### config.mk
export PLATFORM = sky130hd
export DESIGN_NAME = sql_batch_statement_splitter
export DESIGN_NICKNAME = d
export VERILOG_FILES = /design/src/rtl/sbss_pkg.sv /design/src/rtl/sbss_front.sv /design/src/rtl/sbss_back.sv /design/src/rtl/sql_batch_statement_splitter.sv
export SDC_FILE = /design/constraint.sdc
export NUM_CORES = 1
export LEC_CHECK = 0
export ABC_AREA = 1
export BUFFER_PORTS_ARGS = -buffer_cell sky130_fd_sc_hd__buf_2
export CORE_MARGIN = 4
export CORE_UTILIZATION = 60
export CTS_BUF_LIST = sky130_fd_sc_hd__clkbuf_8
export CTS_CLUSTER_DIAMETER = 150
export DETAILED_ROUTE_END_ITERATION = 10
export PLACE_DENSITY = 0.81
export SLEW_MARGIN = 25
export SYNTH_ARGS = -nofsm -noshare
export SYNTH_HDL_FRONTEND = slang
export SYNTH_HIERARCHICAL = 1
export SYNTH_SLANG_ARGS = --single-unit
### constraint.sdc
create_clock -name clk_i -period 6.1 [get_ports clk_i]
set_input_delay 1.22 -clock clk_i [delete_from_list [all_inputs] [get_ports clk_i]]
set_output_delay 1.22 -clock clk_i [all_outputs]
set_load 0.005 [all_outputs]
### src/rtl/sbss_pkg.sv
// ----------------------------------------------------------------------------
// sbss_pkg
// Shared types and constants of the batch statement splitter: item formats,
// byte classes, status codes and queue sizing.
// ----------------------------------------------------------------------------
package sbss_pkg;

  // widths of the offsets, lengths, statement counter and status code
  localparam int unsigned POS_BITS  = 20;
  localparam int unsigned STMT_BITS = 16;
  localparam int unsigned STAT_BITS = 3;

  localparam logic [POS_BITS-1:0]  POS_MAX  = {POS_BITS{1'b1}};
  localparam logic [STMT_BITS-1:0] STMT_MAX = {STMT_BITS{1'b1}};

  // characters with a meaning of their own
  localparam logic [7:0] CH_SEMI  = 8'h3B;
  localparam logic [7:0] CH_QUOTE = 8'h27;
  localparam logic [7:0] CH_SPACE = 8'h20;
  localparam logic [7:0] CH_TAB   = 8'h09;
  localparam logic [7:0] CH_CR    = 8'h0D;

  // status codes
  localparam logic [STAT_BITS-1:0] ST_OK          = 3'd0;
  localparam logic [STAT_BITS-1:0] ST_EMPTY_STMT  = 3'd1;
  localparam logic [STAT_BITS-1:0] ST_OPEN_STRING = 3'd2;
  localparam logic [STAT_BITS-1:0] ST_NO_SEMI     = 3'd3;
  localparam logic [STAT_BITS-1:0] ST_EMPTY_BATCH = 3'd4;

  // decoupling queues: depth is a power of two so the pointers wrap
  localparam int unsigned QDEPTH    = 2;
  localparam int unsigned QPTR_BITS = $clog2(QDEPTH);
  localparam int unsigned QCNT_BITS = $clog2(QDEPTH + 1);

  // input item
  typedef struct packed {
    logic [7:0] byte_value;
    logic       end_of_batch;
  } in_item_t;

  // result item
  typedef struct packed {
    logic [POS_BITS-1:0]  stmt_start;
    logic [POS_BITS-1:0]  stmt_length;
    logic [STMT_BITS-1:0] stmt_number;
    logic [STAT_BITS-1:0] status;
    logic                 is_final;
  } out_item_t;

  // byte classes handed from the front to the back
  typedef enum logic [2:0] {
    CLS_END,
    CLS_QUOTE,
    CLS_SEMI,
    CLS_BLANK,
    CLS_TEXT
  } cls_e;

  // classified item
  typedef struct packed {
    cls_e cls;
  } tok_t;

  // handshake between front and back
  typedef struct packed {
    logic valid;
    tok_t tok;
  } tok_chan_t;

endpackage

### src/rtl/sbss_front.sv
// ----------------------------------------------------------------------------
// sbss_front
// Accepts batch bytes, classifies each one and holds the classes in a short
// queue for the back end.
// ----------------------------------------------------------------------------
module sbss_front (
  input  logic                clk_i,
  input  logic                rst_ni,
  input  logic                push,
  output logic                full,
  input  sbss_pkg::in_item_t  in_item_i,
  output sbss_pkg::tok_chan_t tok_o,
  input  logic                tok_ready_i
);

  sbss_pkg::tok_t                      mem_q [sbss_pkg::QDEPTH];
  logic [sbss_pkg::QPTR_BITS-1:0]      wr_ptr_q, wr_ptr_d;
  logic [sbss_pkg::QPTR_BITS-1:0]      rd_ptr_q, rd_ptr_d;
  logic [sbss_pkg::QCNT_BITS-1:0]      cnt_q, cnt_d;
  logic                                wr_en, rd_en;
  sbss_pkg::tok_t                      tok_new;

  // byte classification
  always_comb begin
    if (in_item_i.end_of_batch) begin
      tok_new.cls = sbss_pkg::CLS_END;
    end else if (in_item_i.byte_value == sbss_pkg::CH_QUOTE) begin
      tok_new.cls = sbss_pkg::CLS_QUOTE;
    end else if (in_item_i.byte_value == sbss_pkg::CH_SEMI) begin
      tok_new.cls = sbss_pkg::CLS_SEMI;
    end else if (in_item_i.byte_value == sbss_pkg::CH_SPACE ||
                 (in_item_i.byte_value >= sbss_pkg::CH_TAB &&
                  in_item_i.byte_value <= sbss_pkg::CH_CR)) begin
      tok_new.cls = sbss_pkg::CLS_BLANK;
    end else begin
      tok_new.cls = sbss_pkg::CLS_TEXT;
    end
  end

  // queue control
  assign full        = (cnt_q == sbss_pkg::QCNT_BITS'(sbss_pkg::QDEPTH));
  assign wr_en       = push && !full;
  assign tok_o.valid = (cnt_q != '0);
  assign tok_o.tok   = mem_q[rd_ptr_q];
  assign rd_en       = tok_o.valid && tok_ready_i;

  always_comb begin
    wr_ptr_d = wr_en ? wr_ptr_q + sbss_pkg::QPTR_BITS'(1) : wr_ptr_q;
    rd_ptr_d = rd_en ? rd_ptr_q + sbss_pkg::QPTR_BITS'(1) : rd_ptr_q;
    cnt_d    = cnt_q;
    if (wr_en && !rd_en) begin
      cnt_d = cnt_q + sbss_pkg::QCNT_BITS'(1);
    end else if (!wr_en && rd_en) begin
      cnt_d = cnt_q - sbss_pkg::QCNT_BITS'(1);
    end
  end

  always_ff @(posedge clk_i or negedge rst_ni) begin
    if (!rst_ni) begin
      wr_ptr_q <= '0;
      rd_ptr_q <= '0;
      cnt_q    <= '0;
    end else begin
      wr_ptr_q <= wr_ptr_d;
      rd_ptr_q <= rd_ptr_d;
      cnt_q    <= cnt_d;
    end
  end

  // queue storage
  always_ff @(posedge clk_i) begin
    if (wr_en) begin
      mem_q[wr_ptr_q] <= tok_new;
    end
  end

endmodule

### src/rtl/sbss_back.sv
// ----------------------------------------------------------------------------
// sbss_back
// Runs the splitter state on the classified items and queues the statement
// and end-of-batch results for the consumer.
// ----------------------------------------------------------------------------
module sbss_back (
  input  logic                clk_i,
  input  logic                rst_ni,
  input  sbss_pkg::tok_chan_t tok_i,
  output logic                tok_ready_o,
  output logic                empty,
  input  logic                pop,
  output sbss_pkg::out_item_t out_item_o
);

  localparam int unsigned LEN_BITS = sbss_pkg::POS_BITS + 1;

  // splitter state
  logic [sbss_pkg::POS_BITS-1:0]  position_q, position_d;
  logic                           in_string_q, in_string_d;
  logic [sbss_pkg::POS_BITS-1:0]  first_q, first_d;
  logic [sbss_pkg::POS_BITS-1:0]  last_q, last_d;
  logic                           has_content_q, has_content_d;
  logic [sbss_pkg::STMT_BITS-1:0] stmt_count_q, stmt_count_d;
  logic                           found_any_q, found_any_d;
  logic [sbss_pkg::STAT_BITS-1:0] failed_q, failed_d;

  // result queue
  sbss_pkg::out_item_t            mem_q [sbss_pkg::QDEPTH];
  logic [sbss_pkg::QPTR_BITS-1:0] wr_ptr_q, wr_ptr_d;
  logic [sbss_pkg::QPTR_BITS-1:0] rd_ptr_q, rd_ptr_d;
  logic [sbss_pkg::QCNT_BITS-1:0] cnt_q, cnt_d;
  logic                           rd_en;

  logic                           fire;
  logic                           res_valid;
  sbss_pkg::out_item_t            res;
  logic                           note;
  logic [LEN_BITS-1:0]            len_raw;
  logic [sbss_pkg::POS_BITS-1:0]  len_sat;
  logic [sbss_pkg::STAT_BITS-1:0] final_status;

  assign tok_ready_o = (cnt_q != sbss_pkg::QCNT_BITS'(sbss_pkg::QDEPTH));
  assign fire        = tok_i.valid && tok_ready_o;

  // trimmed length of the open statement, saturating
  always_comb begin
    len_raw = {1'b0, last_q} - {1'b0, first_q} + LEN_BITS'(1);
    if (last_q < first_q) begin
      len_sat = '0;
    end else if (len_raw > {1'b0, sbss_pkg::POS_MAX}) begin
      len_sat = sbss_pkg::POS_MAX;
    end else begin
      len_sat = len_raw[sbss_pkg::POS_BITS-1:0];
    end
  end

  // end-of-batch status, earlier failure first
  always_comb begin
    priority if (failed_q != sbss_pkg::ST_OK) begin
      final_status = failed_q;
    end else if (in_string_q) begin
      final_status = sbss_pkg::ST_OPEN_STRING;
    end else if (has_content_q) begin
      final_status = sbss_pkg::ST_NO_SEMI;
    end else if (!found_any_q) begin
      final_status = sbss_pkg::ST_EMPTY_BATCH;
    end else begin
      final_status = sbss_pkg::ST_OK;
    end
  end

  // state update for one classified item
  always_comb begin
    position_d    = position_q;
    in_string_d   = in_string_q;
    first_d       = first_q;
    last_d        = last_q;
    has_content_d = has_content_q;
    stmt_count_d  = stmt_count_q;
    found_any_d   = found_any_q;
    failed_d      = failed_q;
    res_valid     = 1'b0;
    res           = '0;
    note          = 1'b0;

    if (fire) begin
      if (tok_i.tok.cls == sbss_pkg::CLS_END) begin
        res_valid       = 1'b1;
        res.stmt_number = stmt_count_q;
        res.status      = final_status;
        res.is_final    = 1'b1;
        // re-arm for the next batch
        position_d      = '0;
        in_string_d     = 1'b0;
        first_d         = '0;
        last_d          = '0;
        has_content_d   = 1'b0;
        stmt_count_d    = sbss_pkg::STMT_BITS'(1);
        found_any_d     = 1'b0;
        failed_d        = sbss_pkg::ST_OK;
      end else if (failed_q == sbss_pkg::ST_OK) begin
        if (tok_i.tok.cls == sbss_pkg::CLS_QUOTE) begin
          in_string_d = !in_string_q;
          note        = 1'b1;
        end else if (tok_i.tok.cls == sbss_pkg::CLS_SEMI && !in_string_q) begin
          if (!has_content_q) begin
            failed_d = sbss_pkg::ST_EMPTY_STMT;
          end else begin
            res_valid       = 1'b1;
            res.stmt_start  = first_q;
            res.stmt_length = len_sat;
            res.stmt_number = stmt_count_q;
            res.status      = sbss_pkg::ST_OK;
            res.is_final    = 1'b0;
            has_content_d   = 1'b0;
            found_any_d     = 1'b1;
            if (stmt_count_q != sbss_pkg::STMT_MAX) begin
              stmt_count_d = stmt_count_q + sbss_pkg::STMT_BITS'(1);
            end
          end
        end else if (tok_i.tok.cls != sbss_pkg::CLS_BLANK) begin
          note = 1'b1;
        end

        // track first and last non-space byte
        if (note) begin
          if (!has_content_q) begin
            first_d       = position_q;
            has_content_d = 1'b1;
          end
          last_d = position_q;
        end

        if (position_q != sbss_pkg::POS_MAX) begin
          position_d = position_q + sbss_pkg::POS_BITS'(1);
        end
      end
    end
  end

  always_ff @(posedge clk_i or negedge rst_ni) begin
    if (!rst_ni) begin
      position_q    <= '0;
      in_string_q   <= 1'b0;
      first_q       <= '0;
      last_q        <= '0;
      has_content_q <= 1'b0;
      stmt_count_q  <= sbss_pkg::STMT_BITS'(1);
      found_any_q   <= 1'b0;
      failed_q      <= sbss_pkg::ST_OK;
    end else begin
      position_q    <= position_d;
      in_string_q   <= in_string_d;
      first_q       <= first_d;
      last_q        <= last_d;
      has_content_q <= has_content_d;
      stmt_count_q  <= stmt_count_d;
      found_any_q   <= found_any_d;
      failed_q      <= failed_d;
    end
  end

  // result queue control
  assign empty      = (cnt_q == '0);
  assign out_item_o = mem_q[rd_ptr_q];
  assign rd_en      = pop && !empty;

  always_comb begin
    wr_ptr_d = res_valid ? wr_ptr_q + sbss_pkg::QPTR_BITS'(1) : wr_ptr_q;
    rd_ptr_d = rd_en ? rd_ptr_q + sbss_pkg::QPTR_BITS'(1) : rd_ptr_q;
    cnt_d    = cnt_q;
    if (res_valid && !rd_en) begin
      cnt_d = cnt_q + sbss_pkg::QCNT_BITS'(1);
    end else if (!res_valid && rd_en) begin
      cnt_d = cnt_q - sbss_pkg::QCNT_BITS'(1);
    end
  end

  always_ff @(posedge clk_i or negedge rst_ni) begin
    if (!rst_ni) begin
      wr_ptr_q <= '0;
      rd_ptr_q <= '0;
      cnt_q    <= '0;
    end else begin
      wr_ptr_q <= wr_ptr_d;
      rd_ptr_q <= rd_ptr_d;
      cnt_q    <= cnt_d;
    end
  end

  // result storage
  always_ff @(posedge clk_i) begin
    if (res_valid) begin
      mem_q[wr_ptr_q] <= res;
    end
  end

endmodule

### src/rtl/sql_batch_statement_splitter.sv
// ----------------------------------------------------------------------------
// sql_batch_statement_splitter
// Splits a byte stream into statements at semicolons outside quoted strings.
// ----------------------------------------------------------------------------
// One byte is taken per clock and, with the result side draining, one item
// is accepted every cycle. A byte is held in the front queue before it
// reaches the state logic, and its result, if any, is written into the
// result queue, whose head drives the result ports; the back end updates
// position, quote flag and trim markers for each item as it is taken, which
// sets that rate. Each statement comes out as start offset, trimmed length
// and number; the end item gives one final result with the batch status and
// re-arms the block. After an error the remaining bytes up to the end item
// are dropped. Both sides have a two-entry queue, so a stalled consumer
// holds back the input only once both are full.
// ----------------------------------------------------------------------------
module sql_batch_statement_splitter (
  input  logic                clk_i,
  input  logic                rst_ni,
  input  logic                push,
  output logic                full,
  input  sbss_pkg::in_item_t  in_item_i,
  output logic                empty,
  input  logic                pop,
  output sbss_pkg::out_item_t out_item_o
);

  sbss_pkg::tok_chan_t tok;
  logic                tok_ready;

  // byte intake and classification
  sbss_front u_front (
    .clk_i       (clk_i),
    .rst_ni      (rst_ni),
    .push        (push),
    .full        (full),
    .in_item_i   (in_item_i),
    .tok_o       (tok),
    .tok_ready_i (tok_ready)
  );

  // statement tracking and result queue
  sbss_back u_back (
    .clk_i       (clk_i),
    .rst_ni      (rst_ni),
    .tok_i       (tok),
    .tok_ready_o (tok_ready),
    .empty       (empty),
    .pop         (pop),
    .out_item_o  (out_item_o)
  );

endmodule

== Word-level counts from Yosys, hierarchy flattened ==
Memories as Yosys holds them, arrays and structs flattened.
Cells that the tools add are included.

* Register bits: 90
* Memory bits (writable): 126
* Input bits: 13
* Output and inout port bits: 62
* Logic and storage cells: 155
* Memories: 2

* Add/sub/neg operators: 12
* Order comparisons: 4
* Equal/unequal tests: 12
* Multiplexer cells: 72
* Reduce and logical (&&, ||, !) cells: 39

{| class="wikitable"
|+ Memory list
! memory !! depth !! width !! read ports !! clocked after Yosys merged registers in !! write ports !! line !! RTL
|-
| u_back.mem_q || 2 || 60 || 1 || 0 || 1 || sbss_back.sv:29 || <nowiki>sbss_pkg::out_item_t mem_q [sbss_pkg::QDEPTH];</nowiki>
|-
| u_front.mem_q || 2 || 3 || 1 || 0 || 1 || sbss_front.sv:16 || <nowiki>sbss_pkg::tok_t mem_q [sbss_pkg::QDEPTH];</nowiki>
|}

{| class="wikitable"
|+ Operator list
! kind !! number
|-
| 60-bit 2-to-1 mux || 5
|-
| 20-bit 2-to-1 mux || 13
|-
| 16-bit 2-to-1 mux || 6
|-
| 40-bit 2-to-1 mux || 1
|-
| 3-bit 2-to-1 mux || 13
|-
| 1-bit 2-to-1 mux || 30
|-
| 8-bit by 6-bit equality test with 1-bit output, second input constant || 3
|-
| 21-bit by 1-bit adder with 21-bit output, second input constant || 1
|-
| 21-bit by 20-bit greater-than comparator with 1-bit output, second input constant || 1
|-
| 20-bit by 20-bit subtractor with 21-bit output || 1
|-
| 20-bit by 1-bit adder with 20-bit output, second input constant || 1
|-
| 20-bit less-than comparator || 1
|-
| 20-bit inequality test, second input constant || 1
|-
| 2-bit nonzero test || 10
|-
| 16-bit by 1-bit adder with 16-bit output, second input constant || 1
|-
| 16-bit inequality test, second input constant || 1
|-
| 5-bit AND reduction || 2
|-
| 1-bit logical AND || 9
|-
| 3-bit AND reduction || 3
|-
| 8-bit by 4-bit >= comparator with 1-bit output, second input constant || 1
|-
| 8-bit by 4-bit less-or-equal comparator with 1-bit output, second input constant || 1
|-
| 2-bit 2-to-1 mux || 4
|-
| 1-bit zero test || 7
|-
| 3-bit zero test || 2
|-
| 15 further kinds || 21
|}

== Logic depth before layout (Yosys ltp) ==
An unclocked memory read counts as a cell.

* Depth in word-level cells: 12
* Depth in mapped cells: 19

== Cells and area by module ==
The synthesis kept the hierarchy.

{| class="wikitable"
|+ By module, submodules not included
! module !! times used !! cells each !! area an instance (µm²) !! seq. area each (µm²)
|-
| sbss_back || 1 || 1214 || 10800.4 || 5706.7
|-
| sbss_front || 1 || 78 || 568.0 || 280.3
|}

== Worst setup path after synthesis ==
Ideal clock, no wire load.

* Path kind: register to register
* Start point: register u_front.rd_ptr_q
* End point: memory u_back/mem_q[0][0] in the netlist's numbering, enable pin
* Data arrival time: 3804 ps
* Data required time: 5622 ps
* Path slack: 1818 ps
* Cell stages (with the launch flop): 12
* Path buffers: 0
* Clock period less this slack: 4282 ps
* Cells stage by stage: dfrtp_1 > inv_1 > nand2_1 > nand2_1 > inv_1 > nor2_1 > nand3_1 > nor2_1 > nand2_2 > nand2_4 > inv_2 > nor2_1

{| class="wikitable"
|+ RTL lines
! what !! line !! RTL
|-
| from (decl) || sbss_front.sv:18 || <nowiki>logic [sbss_pkg::QPTR_BITS-1:0] rd_ptr_q, rd_ptr_d;</nowiki>
|-
| from (signal assigned) || sbss_front.sv:65 || <nowiki>rd_ptr_q <= rd_ptr_d;</nowiki>
|-
| to (decl) || sbss_back.sv:29 ||
|}

==> results.txt <==
Switching Share: 43.9%
CTS resizes: 0
critical path peak fanout: 34
routed length per instance: 15.1 µm
H-tree levels: 2
fmax: 0.264 GHz
synthesized flop and latch total: 214
outcome: finished clean
boundary pin count: 75
data required time of the worst path: 6.26 ns
hold crit path type: register to register
ANT nets after route: 0
reg2reg setup slack: 2.32 ns
Worst setup EP type: register
I/O Buffers: 74
nets@finish: 1437
Async SR Flop Fraction: 41.1%
vias in the first global route: 8833
# hold bufs at CTS: 0
post-route setup TNS: 0 ns
Main synth FF type: edfxtp_1
Slew headroom: 33.1%
Fin Clk Skew: 0.0187 ns
layout cells sized above 1: 12.5%
total congestion overflow: 0
DR pass1 iterations: 5
Final Hold Viols: 0
core area: 0.0186 mm²
Die Y: 146 µm
leakage: 5.83 nW
switching pwr: 0.00270 W
WL final: 24.7 mm
CP max stage cell: nor2_4
Reg power frac: 34.1%
vias per cell: 5.45
Commonest cells post-synth: 423 x nand2_1, 137 x nor2_1, 128 x inv_1, 126 x edfxtp_1, 87 x dfrtp_1
CP endpoint: u_back/mem_q[0][39]
Post-DP HPWL: 17.2 mm
cts bufs inserted: 36
Min Clock Period, post-route: 3.78 ns
setup violators final: 0
# diodes: 0
syn avg cell area: 8.80 µm²
total power: 0.00616 W
Reg clk slew, reported paths: 0.06 ns
Mapped Cells: 1292
Comb power frac: 47.4%
Worst Path Buf+Inv: 4
PwrDens: 490 mW/mm²
Stages on worst setup path: 11
CTS tree: built
largest cells by area after synthesis: edfxtp_1 33%, dfrtp_1 19%, nand2_1 14%
WP data arrival: 3.94 ns
post-synthesis sequential area ratio: 52.7%
GRT Resource Usage Total: 24.0%
Crit path max-delay family: simple AND/OR/NAND/NOR gates
Max-Cap Viols: 0
Netlist Area Pre-Place: 0.0114 mm²
Syn Nets: 1360
top-area cell type share of the netlist area: 33.3%
Yosys cell types: 46
Root Driver: clkbuf_8
largest net degree at the start of global routing: 62
initial antenna violation count: 0
most common cell in the netlist: nand2_1
# fillers: 1480
Yosys warning count: 6
biggest area consumer among synthesized cells: edfxtp_1
period utilization: 62.0%
Initial Util: 61.0%
crit path launch: u_front/rd_ptr_q
clk sinks: 214
CP Cell Sequence: inv_1, nand2_1, nand2_1, nor2_2, nand2_4, nor2_8, inv_2, nand2_4, inv_2, nor2_4, buf_4
VDD IR max: 0.288 mV
Reg-to-Reg End: u_back/mem_q[0][39]
Clock power frac: 18.6%
DRC violations left: 0
drt initial violations: 763
Max Slew Vio Count: 0
clock latency on the worst-skew pair: 0.53 ns
Crit Path Category: register to register
global-route wire length before repair: 42.3 mm
Critical R2R Launch: u_front/rd_ptr_q
Post-synth EDFFs: 126
DIE WIDTH: 146 µm
die area: 0.0212 mm²
site row count: 50
Int Pwr: 0.00345 W
Clock Tree Buf Depth: 3
Worst R2R Path Depth: 11
Final Wtd Congestion: 0.936
slowest stage delay, CP: 0.80 ns
post-CTS setup buffer count: 0
RSZ-0062 raised after global routing: no
via count: 8882
worst slew pin tran: 1.00 ns
Syn-to-layout area delta: 10.5%
Startpoint Class: register
layer usage:
metal,track usage (%),routed length [µm],vias up
met5,0,0,-
met4,8.97,763,0
met3,4.45,1380,62
met2,39.2,11700,284
met1,32.3,10900,4175
li1,-,-,4361
power groups by stage:
stage	registers, W	logic (W)	clock network, W
CTS	0.00210	0.00293	0.00117
detailed placement	0.00212	0.00291	0
global placement	0.00210	0.00284	0
global route	0.00213	0.00332	0.00125
floorplan	0.00208	0.00217	0
finish	0.00210	0.00291	0.00114
worst min-delay path, cell delays in order (launching register included):
cell	delay [ns]
dfrtp_1	0.35
o21ai_0	0.08
nand2_1	0.07
layout by cell type (no fill, tap or decap), types with 7 or more instances in the layout:
cell type and count:
ha_1 45, nand2_1 423, xnor2_1 11, edfxtp_1 126
a21oi_1 25, o21ai_1 12, nor3_1 22, clkbuf_8 38
inv_1 141, buf_4 7, o21ai_0 41, o22ai_1 20
o31ai_1 7, buf_2 73, xor2_1 13, nor2_1 135
nand4_1 15, nand3_1 68, fa_1 10, clkinv_1 8
dfrtp_1 86
metrics by stage:
step / util (%) / setup WS (ns) / instance area (µm²) / std cells / hold WS, ns
6_report: 67.4 / 2.32 / 12600 / 1630 / 0.525
5_1_grt: 67.4 / 1.98 / 12600 / 1630 / 0.557
4_1_cts: 67.4 / 2.26 / 12600 / 1630 / 0.526
3_5_place_dp: 63.9 / 2.33 / 11900 / 1565 / 0.512
3_3_place_gp: 63.9 / 2.49 / 11900 / 1565 / 0.498
2_1_floorplan: - / 1.82 / 11400 / 1292 / 0.463
worst min path at each step:
stage / from / endpoint / slack, ns / cells after the start
global placement: u_back/last_q[12] / u_back/last_q[12] / 0.50 / 2
floorplan: u_back/wr_ptr_q / u_back/wr_ptr_q / 0.46 / 1
detailed placement: u_back/last_q[6] / u_back/last_q[6] / 0.51 / 2
CTS: u_back/last_q[8] / u_back/last_q[8] / 0.53 / 2
finish: u_back/last_q[8] / u_back/last_q[8] / 0.52 / 2
global route: u_back/last_q[18] / u_back/last_q[18] / 0.56 / 2
logic make-up (layout without fill, tap and decap cells):
logic type               count (synthesis)  count (layout)  share of synthesized area, %
AO/OA/AOI/OAI                          119             119                          6.04
XOR/XNOR                                24              24                          1.85
adder cells (fa/ha/maj)                 55              55                          6.71
buffers and inverters                  178             282                          6.28
flip-flops                             214             214                          52.7
AND/OR/NAND/NOR                        702             702                          26.4
state kept, by name, summed over array words and instances, names as in the netlist:
name / count
u_front/cnt_q: 2
u_back/found_any_q: 1
u_back/failed_q: 1
u_back/in_string_q: 1
u_back/cnt_q: 2
u_front/mem_q: 6
u_back/wr_ptr_q: 1
u_back/mem_q: 120
u_back/rd_ptr_q: 1
u_front/rd_ptr_q: 1
u_back/last_q: 20
u_back/first_q: 20
u_back/has_content_q: 1
u_back/stmt_count_q: 16
u_back/position_q: 20
u_front/wr_ptr_q: 1
layout make-up:
class / instances / area (µm²) / share of cell area [%]
inverter: 137 / 522 / 4.15
clock inverter: 27 / 126 / 1.01
multi-input combinational: 900 / 4690 / 37.4
clock buffer: 38 / 523 / 4.16
timing repair buffer: 80 / 418 / 3.33
sequential: 214 / 5990 / 47.7
tap: 234 / 293 / 2.33
(Power assumes the default switching activity.)
